### config.mk
export PLATFORM = sky130hd
export DESIGN_NAME = maximal_palindrome_finder_top
export DESIGN_NICKNAME = d
export VERILOG_FILES = /design/src/rtl/mpf_pkg.sv /design/src/rtl/maximal_palindrome_finder_top.sv
export VERILOG_INCLUDE_DIRS = /design/src /design/src/rtl
export SDC_FILE = /design/constraint.sdc
export NUM_CORES = 1
export LEC_CHECK = 0
export ABC_AREA = 1
export ABC_CLOCK_PERIOD_IN_PS = 3000
export BUFFER_PORTS_ARGS = -buffer_cell sky130_fd_sc_hd__buf_2
export CORE_ASPECT_RATIO = 2
export CORE_UTILIZATION = 30
export DETAILED_ROUTE_END_ITERATION = 10
export GPL_ROUTABILITY_DRIVEN = 0
export PLACE_DENSITY = 0.5
export SYNTH_ARGS = -nofsm -noshare
export SYNTH_HDL_FRONTEND = slang
export SYNTH_SLANG_ARGS = --single-unit
### constraint.sdc
create_clock -name clk -period 3 [get_ports clk]
set_input_delay 0.6 -clock clk [delete_from_list [all_inputs] [get_ports clk]]
set_output_delay 0.6 -clock clk [all_outputs]
set_load 0.01 [all_outputs]
### src/rtl/maximal_palindrome_finder_top_defines.svh
// Assertion macros shared by the palindrome finder RTL.
// Depends on a clock named clk and an active-low reset named rst_n in the using scope.
`ifndef MAXIMAL_PALINDROME_FINDER_TOP_DEFINES_SVH
`define MAXIMAL_PALINDROME_FINDER_TOP_DEFINES_SVH

// The consequent must hold in the same cycle as the antecedent.
`define MPF_ASSERT_SAME(label, ante, cons, msg) \
    label: assert property (@(posedge clk) disable iff (!rst_n) (ante) |-> (cons)) \
        else $error(msg);

// The consequent must hold in the cycle after the antecedent.
`define MPF_ASSERT_NEXT(label, ante, cons, msg) \
    label: assert property (@(posedge clk) disable iff (!rst_n) (ante) |=> (cons)) \
        else $error(msg);

`endif

### src/rtl/mpf_pkg.sv
// Types and constants of the maximal palindrome finder.
// No dependencies; used by maximal_palindrome_finder_top.
package mpf_pkg;

    localparam int SYMBOL_W = 8;
    localparam int SPAN_W   = 5;

    typedef struct packed {
        logic [SYMBOL_W-1:0] symbol;
        logic                is_last;
    } item_t;

    typedef struct packed {
        logic [SPAN_W-1:0] span_start;
        logic [SPAN_W-1:0] span_end;
        logic              found;
        logic              truncated;
        logic              last_result;
    } result_t;

endpackage

### src/rtl/maximal_palindrome_finder_top.sv
// No item is taken while a search runs. After the last symbol the search visits 2n centers;
// for each symbol pair compared it passes S_PROBE and S_CMP, S_FINISH closes the center, and a
// probe past the string edge goes straight from S_PROBE to S_FINISH. A closing transaction
// with last_result ends the run, and a stalled output holds the search.
// Reset clears the count, flags and control, not the symbol memory (only current-run entries
// are read). Depends on mpf_pkg and maximal_palindrome_finder_top_defines.svh.
`include "maximal_palindrome_finder_top_defines.svh"

module maximal_palindrome_finder_top #(
    parameter int MAX_LEN = 32
) (
    input  logic            clk,
    input  logic            rst_n,
    input  logic            item_valid,
    output logic            item_stall,
    input  mpf_pkg::item_t  item,
    output logic            result_valid,
    input  logic            result_stall,
    output mpf_pkg::result_t result
);

    localparam int AW = (MAX_LEN > 1) ? $clog2(MAX_LEN) : 1;
    localparam int CW = $clog2(MAX_LEN + 1);
    localparam int PW = $clog2(MAX_LEN + 2);

    typedef enum logic [2:0] {
        S_LOAD,
        S_PROBE,
        S_CMP,
        S_FINISH,
        S_DONE
    } state_t;

    state_t                          state_reg;
    logic [CW-1:0]                   count_reg;
    logic                            overflow_reg;
    logic [CW-1:0]                   n_reg;
    logic [AW-1:0]                   i_reg;
    logic                            gap2_reg;
    logic [PW-1:0]                   lo1_reg;
    logic [PW-1:0]                   hi_reg;
    logic                            pend_valid_reg;
    logic [mpf_pkg::SPAN_W-1:0]      pend_start_reg;
    logic [mpf_pkg::SPAN_W-1:0]      pend_end_reg;
    logic                            result_valid_reg;
    mpf_pkg::result_t                result_reg;

    logic [mpf_pkg::SYMBOL_W-1:0]    mem [MAX_LEN];
    logic [mpf_pkg::SYMBOL_W-1:0]    rd_lo_reg;
    logic [mpf_pkg::SYMBOL_W-1:0]    rd_hi_reg;

    logic                            accept;
    logic                            wr_en;
    logic [CW-1:0]                   count_next;
    logic [AW-1:0]                   rd_lo_addr;
    logic                            in_bounds;
    logic                            have_span;
    logic                            last_center;
    logic                            out_free;
    logic                            result_load;

    assign item_stall   = (state_reg != S_LOAD);
    assign accept       = item_valid && !item_stall;
    assign wr_en        = accept && (count_reg < CW'(MAX_LEN));
    assign count_next   = count_reg + CW'(wr_en);
    assign rd_lo_addr   = AW'(lo1_reg - PW'(1));
    // lo1_reg holds the left index plus one, so zero means the left edge was passed.
    assign in_bounds    = (lo1_reg != '0) && (hi_reg < PW'(n_reg));
    // The span runs from lo1_reg to hi_reg - 1; hi_reg never falls below lo1_reg.
    assign have_span    = (hi_reg - lo1_reg) >= PW'(2);
    assign last_center  = (PW'(i_reg) + PW'(1)) == PW'(n_reg);
    assign out_free     = !result_valid_reg || !result_stall;
    // A new transaction is loaded into the output register in this cycle.
    assign result_load  = out_free &&
                          (((state_reg == S_FINISH) && have_span && pend_valid_reg) ||
                           (state_reg == S_DONE));
    assign result_valid = result_valid_reg;
    assign result       = result_reg;

    // Symbol memory: one write port for loading, two registered read ports for the search.
    always_ff @(posedge clk)
    begin
        if (wr_en)
        begin
            mem[count_reg[AW-1:0]] <= item.symbol;
        end
        rd_lo_reg <= mem[rd_lo_addr];
        rd_hi_reg <= mem[hi_reg[AW-1:0]];
    end

    always_ff @(posedge clk or negedge rst_n)
    begin
        if (!rst_n)
        begin
            state_reg        <= S_LOAD;
            count_reg        <= '0;
            overflow_reg     <= 1'b0;
            n_reg            <= '0;
            i_reg            <= '0;
            gap2_reg         <= 1'b0;
            lo1_reg          <= '0;
            hi_reg           <= '0;
            pend_valid_reg   <= 1'b0;
            pend_start_reg   <= '0;
            pend_end_reg     <= '0;
            result_valid_reg <= 1'b0;
            result_reg       <= '0;
        end
        else
        begin
            if (result_valid_reg && !result_stall && !result_load)
            begin
                result_valid_reg <= 1'b0;
            end

            unique case (state_reg)
                S_LOAD:
                begin
                    if (accept)
                    begin
                        count_reg <= count_next;
                        if (!wr_en)
                        begin
                            overflow_reg <= 1'b1;
                        end
                        if (item.is_last)
                        begin
                            n_reg     <= count_next;
                            i_reg     <= '0;
                            gap2_reg  <= 1'b1;
                            lo1_reg   <= PW'(1);
                            hi_reg    <= PW'(2);
                            state_reg <= S_PROBE;
                        end
                    end
                end

                S_PROBE:
                begin
                    state_reg <= in_bounds ? S_CMP : S_FINISH;
                end

                S_CMP:
                begin
                    if (rd_lo_reg == rd_hi_reg)
                    begin
                        lo1_reg   <= lo1_reg - PW'(1);
                        hi_reg    <= hi_reg + PW'(1);
                        state_reg <= S_PROBE;
                    end
                    else
                    begin
                        state_reg <= S_FINISH;
                    end
                end

                S_FINISH:
                begin
                    // The newest span is held back until it is known whether it ends the run.
                    if (!(have_span && pend_valid_reg && !out_free))
                    begin
                        if (have_span)
                        begin
                            if (pend_valid_reg)
                            begin
                                result_reg.span_start  <= pend_start_reg;
                                result_reg.span_end    <= pend_end_reg;
                                result_reg.found       <= 1'b1;
                                result_reg.truncated   <= overflow_reg;
                                result_reg.last_result <= 1'b0;
                                result_valid_reg       <= 1'b1;
                            end
                            pend_valid_reg <= 1'b1;
                            pend_start_reg <= mpf_pkg::SPAN_W'(lo1_reg);
                            pend_end_reg   <= mpf_pkg::SPAN_W'(hi_reg - PW'(1));
                        end

                        if (last_center)
                        begin
                            if (gap2_reg)
                            begin
                                gap2_reg  <= 1'b0;
                                i_reg     <= '0;
                                lo1_reg   <= PW'(1);
                                hi_reg    <= PW'(1);
                                state_reg <= S_PROBE;
                            end
                            else
                            begin
                                state_reg <= S_DONE;
                            end
                        end
                        else
                        begin
                            i_reg     <= i_reg + AW'(1);
                            lo1_reg   <= PW'(i_reg) + PW'(2);
                            hi_reg    <= PW'(i_reg) + (gap2_reg ? PW'(3) : PW'(2));
                            state_reg <= S_PROBE;
                        end
                    end
                end

                S_DONE:
                begin
                    if (out_free)
                    begin
                        result_reg.span_start  <= pend_valid_reg ? pend_start_reg : '0;
                        result_reg.span_end    <= pend_valid_reg ? pend_end_reg : '0;
                        result_reg.found       <= pend_valid_reg;
                        result_reg.truncated   <= overflow_reg;
                        result_reg.last_result <= 1'b1;
                        result_valid_reg       <= 1'b1;
                        pend_valid_reg         <= 1'b0;
                        count_reg              <= '0;
                        overflow_reg           <= 1'b0;
                        state_reg              <= S_LOAD;
                    end
                end

                default:
                begin
                    state_reg <= S_LOAD;
                end
            endcase
        end
    end

    `MPF_ASSERT_SAME(a_empty_marker_ends_run, result_valid && !result.found, result.last_result, "empty marker without last_result")
    `MPF_ASSERT_SAME(a_span_at_least_two, result_valid && result.found, result.span_end > result.span_start, "reported span shorter than two symbols")
    `MPF_ASSERT_NEXT(a_full_store_sets_overflow, accept && (count_reg == CW'(MAX_LEN)), overflow_reg, "dropped symbol did not set overflow")

endmodule
### Word level (Yosys, flattened, before mapping)

Memory sizes are Yosys's and may differ from the RTL's. A register that Yosys moved wholly into a read port is not among the register bits.
Cells that the tools add are included.

* add/sub/neg operators: 9
* $lt $le $gt $ge: 3
* equality and inequality tests: 16
* muxes and demuxes: 59
* bitwise operators: 1
* reductions and logical operators: 34

Operators by type and width (number)
* $mux 6: 13
* $mux 13: 4
* $pmux 6 s3: 2
* $mux 5: 7
* $pmux 13 s2: 1
* $mux 1: 18
* $mux 3: 6
* $ne 2x2->1 const B: 9
* $pmux 3 s5: 1
* $reduce_and 5->1: 3
* $pmux 6 s2: 1
* $reduce_and 4->1: 3
* $logic_and 1x1->1: 10
* $pmux 5 s2: 1
* $reduce_and 3->1: 3
* $eq 8x8->1: 1
* $pmux 1 s2: 4
* $add 5x1->6 const B: 1
* $add 5x2->6: 1
* $add 5x2->6 const B: 1
* $add 6x1->6: 1
* $add 6x1->6 const B: 1
* $eq 3x2->1 const B: 2
* $eq 6x6->1: 1
* 19 further kinds: 27

* flip-flop bits (word level): 59
* RAM bits: 256
* bits of input ports: 13
* output and inout bits: 15
* word-level logic and storage cells: 140
* memories kept: 1

Memories
* mem: words 32, bits a word 8, rd ports 2, clocked after Yosys merged registers in 2, write ports 1, RTL line maximal_palindrome_finder_top.sv:48 `logic [mpf_pkg::SYMBOL_W-1:0] mem [MAX_LEN];`

### Depth between registers and ports, before layout

* word-level depth: 13
* mapped depth: 17

### Worst setup path after synthesis

OpenSTA, ideal clock, no wires.

* path kind: register to register
* start: reg hi_reg[0]
* end: reg result_reg (netlist bit result[10])
* setup time: 0.123 ns
* data arrival time: 2.505 ns
* required time: 2.877 ns
* setup slack: 0.371 ns
* cell stages (with the launch flop): 16
* cell sequence: dfrtp_1 inv_2 buf_2 clkbuf_1 ha_1 inv_1 fa_1 a21oi_1 nand3_1 nor2_1 nand3_2 nand3_1 nand2_1 nand2_2 buf_4 o21ai_1

* longest elaborated chain between the ends: 6
* elaborated cells between the ends (all ways): 7
* those cells by class: add/sub (1); order compare (1); eq/ne (2); reduce/logical (3)

Ends and longest elaborated chain
* start: declaration: RTL line maximal_palindrome_finder_top.sv:41 `logic [PW-1:0] hi_reg;`
* start signal: assignment: RTL line maximal_palindrome_finder_top.sv:148 `hi_reg <= hi_reg + PW'(1);`
* start signal: assignment: RTL line maximal_palindrome_finder_top.sv:197 `hi_reg <= PW'(i_reg) + (gap2_reg ? PW'(3) : PW'(2));`
* $sub 6x6->6 (*): RTL line maximal_palindrome_finder_top.sv:70 `assign have_span = (hi_reg - lo1_reg) >= PW'(2);`
* $ge 6x2->1 (*): RTL line maximal_palindrome_finder_top.sv:70
* $logic_and 1x1->1 (2 in series): RTL line maximal_palindrome_finder_top.sv:160 `if (!(have_span && pend_valid_reg && !out_free))`
* $ne 2x2->1 (no line)
* $reduce_and 5->1 (no line) (*)
* end: declaration: RTL line maximal_palindrome_finder_top.sv:46 `mpf_pkg::result_t result_reg;`

Every way passes the cells marked *; elsewhere a longest branch is shown, timed or not.
A chain may end at the register's enable or synchronous reset.

### Worst setup path in the final report

* start: reg lo1_reg[1]
* end: reg rd_lo_reg[1] in the netlist's numbering (read register of mem)

* longest elaborated chain between the ends: 1

Ends and longest elaborated chain
* start: declaration: RTL line maximal_palindrome_finder_top.sv:40 `logic [PW-1:0] lo1_reg;`
* start signal: assignment: RTL line maximal_palindrome_finder_top.sv:147 `lo1_reg <= lo1_reg - PW'(1);`
* start signal: assignment: RTL line maximal_palindrome_finder_top.sv:196 `lo1_reg <= PW'(i_reg) + PW'(2);`
* $sub 6x1->6
* end: declaration: RTL line maximal_palindrome_finder_top.sv:49 `logic [mpf_pkg::SYMBOL_W-1:0] rd_lo_reg;`

Every way passes these cells.

==> impl_metrics.env <==
export IMPL_drv_cap=0
export IMPL_rsz0062_at_grt="no"
export IMPL_powerDensity_nw_per_um2=1080
export IMPL_r2r_cells=10
export IMPL_grt_pass1_wl_mm=87.3
export IMPL_drtPass1Iterations=5
export IMPL_drc=0
export IMPL_row_count=121
export IMPL_setup_viol=0
export IMPL_n_antenna_cell=0
export IMPL_ant_nets=0
export IMPL_die_area_sq_um=56600
export IMPL_synth_top_area_cell="edfxtp_1"
export IMPL_clkLatencyLatePin_ns=0.60
export IMPL_cts_hold_fix_buffers=0
export IMPL_cts_resized=0
export IMPL_fin_nets=1835
export IMPL_worstSetupPathType="reg2reg"
export IMPL_syn_area_per_cell_sq_um=9.32
export IMPL_pin_count=28
export IMPL_start_util=0.305
export IMPL_fin_worst_skew_ns=0.0160
export IMPL_synth_area_sq_um=16700
export IMPL_clock_sinks=331
export IMPL_port_buffer_count=27
export IMPL_syn_num_nets=1823
export IMPL_final_max_slew_viol_count=0
export IMPL_fin_crit_sh=0.893
export IMPL_ir_drop_mv=0.482
export IMPL_largest_register_ffs=256
export IMPL_tritoncts="done"
export IMPL_synth_ff_type="edfxtp_1"
export IMPL_status="completed"
export IMPL_clockBufferDepth=3
export IMPL_dp_hpwl_mm=40.8
export IMPL_cts_setup_buffers=0
export IMPL_cts_buffers=30
export IMPL_die_h_um=335
export IMPL_grt_ovfl_total=0
export IMPL_cts_root_buf="clkbuf_16"
export IMPL_arrival_ns=3.23
export IMPL_rr_startpoint="lo1_reg[1]$_DFFE_PN0P_"
export IMPL_num_vias=13630
export IMPL_wire_per_inst_um=23.1
export IMPL_netlist_area_leader_share=0.461
export IMPL_die_width_um=169
export IMPL_place_area_sq_um=17800
export IMPL_ys_types=46
export IMPL_htreeDepth=1
export IMPL_drtIter0Drc=1194
export IMPL_antenna_found_initial=0
export IMPL_coreArea_sq_um=54700
export IMPL_synth_cells=1789
export IMPL_worstSetupEndpointType="flop"
export IMPL_grt_pass1_vias=13503
export IMPL_fmax_ghz=0.373
export IMPL_fin_crit_ns=2.68
export IMPL_drt_total_wl_mm=59.1
export IMPL_grt_usage=0.210
export IMPL_cp_start_kind="flop"
export IMPL_tns_ns=0
export IMPL_fill_cells=5513
export IMPL_synthArstFlopShare=0.178
export IMPL_grt_max_degree=173
export IMPL_regToRegSetupSlack_ns=0.32
export IMPL_r2r_end="rd_lo_reg[1]$_DFF_P_"
export IMPL_crit_required_ns=3.55
export IMPL_p_leak_nw=7.00
export IMPL_ys_ff_latch=331
export IMPL_yosys_warnings=0
export IMPL_fin_area_sq_um=19000
export IMPL_clk_pin_slew_ns=0.07
export IMPL_avgViaCountPerCell=5.32
export IMPL_maxSlewHeadroom=0.381
export IMPL_post_route_cells_drive_above_1_share=0.102
export IMPL_hp_class="in2async"
export IMPL_path_max_fanout=24
export IMPL_synth_edf_count=256
export IMPL_final_util=0.347
export IMPL_synth_area_leaders="edfxtp_1 46%, o21ai_0 11%, dfrtp_1 8.9%"
export IMPL_worst_slew_pin_slew_ns=0.928
export IMPL_syn2layout_area_growth_pct=13.7
export IMPL_yosysSeqAreaShare=0.569
export IMPL_finalHoldViolCount=0
[cells in the final DEF (no fill, tap or decap), types with 3 or more instances in the layout]
cell / count
buf_4: 66
clkinv_4: 3
bufinv_16: 8
o21ai_1: 29
clkinv_2: 3
o32ai_1: 3
nor2_2: 4
a2bb2oi_1: 3
inv_1: 111
clkbuf_16: 31
nand3_2: 5
dfrtp_1: 57
nand2_1: 193
xor2_1: 12
nand2_2: 4
o21ai_0: 370
edfxtp_1: 256
buf_12: 7
clkinv_1: 5
a31oi_1: 4
ha_1: 19
nand3_1: 84
clkbuf_1: 3
nand4_1: 8
o22ai_1: 22
inv_2: 6
o211ai_1: 61
buf_2: 27
inv_6: 5
xnor2_1: 7
dfxtp_1: 16
nor2_1: 227
a21oi_1: 135
[worst max-delay path, cell delays in order (launching register included)]
cell      delay [ns]
dfrtp_1         0.35
inv_1           0.14
ha_4            0.54
buf_12          0.22
buf_4           0.14
o21ai_0         0.06
o21ai_0         0.64
o211ai_1        0.20
o21ai_1         0.15
nand2_1         0.08
nand2_1         0.06
[per-stage QoR]
step | worst slack, ns | std cells | power, W | hold WS (ns)
finish | 0.320 | 2563 | 0.0204 | 0.0616
CTS | 0.343 | 2563 | 0.0204 | 0.0703
global route | 0.252 | 2563 | 0.0215 | 0.116
global placement | 0.404 | 2507 | 0.0158 | 0.461
detailed placement | 0.360 | 2507 | 0.0159 | 0.460
floorplan | 0.371 | 1789 | 0.0121 | 0.304
[synthesized netlist by cell type, drive strengths merged, types with 4 or more instances]
| cell | n |
|---|---|
| a21oi | 135 |
| a31oi | 4 |
| buf | 60 |
| clkbuf | 60 |
| dfrtp | 59 |
| dfxtp | 16 |
| edfxtp | 256 |
| ha | 20 |
| inv | 119 |
| nand2 | 199 |
| nand3 | 89 |
| nand4 | 9 |
| nor2 | 233 |
| o211ai | 61 |
| o21ai | 399 |
| o22ai | 22 |
| xnor2 | 8 |
| xor2 | 14 |
[where the power goes]
| part | leakage, nW | internal, W | switching (W) |
|---|---|---|---|
| clock | 0.551 | 0.00261 | 0.00189 |
| sequential | 3.20 | 0.00543 | 0.000345 |
| combinational | 3.25 | 0.00302 | 0.00709 |
| total | 7.00 | 0.0111 | 0.00932 |
[cells by family after synthesis]
logic type,after synthesis,share of synthesized area
xor+xnor,22,0.0125
simple gates,539,0.137
buf+inv,242,0.0618
compound gates,634,0.204
fa+ha+maj,21,0.0162
flops,331,0.569
[cell type report]
type                       instances  area [sq um]  area share
clock buffer                      34           787      0.0415
clock inverter                    22           347      0.0183
inverter                         122           462      0.0244
multi-input combinational       1216          6180       0.326
sequential                       331          9490       0.501
tap                              738           923      0.0487
timing repair buffer             100           771      0.0407
[how the worst max path moves through the flow]
stage                                       from                endpoint  slack [ns]  cells past startpoint
after floorplan            hi_reg[0]$_DFFE_PN0P_  result[10]$_DFFE_PN0P_        0.37                     15
after global placement    lo1_reg[1]$_DFFE_PN0P_    rd_lo_reg[1]$_DFF_P_        0.40                     10
after detailed placement  lo1_reg[1]$_DFFE_PN0P_    rd_lo_reg[1]$_DFF_P_        0.36                     10
after CTS                 lo1_reg[1]$_DFFE_PN0P_    rd_lo_reg[1]$_DFF_P_        0.34                     10
after global routing      lo1_reg[1]$_DFFE_PN0P_    rd_lo_reg[6]$_DFF_P_        0.25                     11
final                     lo1_reg[1]$_DFFE_PN0P_    rd_lo_reg[1]$_DFF_P_        0.32                     10
[layer usage]
layer  global-route usage  vias up  share of wire
li1                     -     6324              -
met1                0.198     6641           0.32
met2                0.404      489           0.55
met3               0.0206      176          0.040
met4                0.174        0          0.090
met5                    0        -              0
Note: power is estimated with default switching activity, not from simulation.
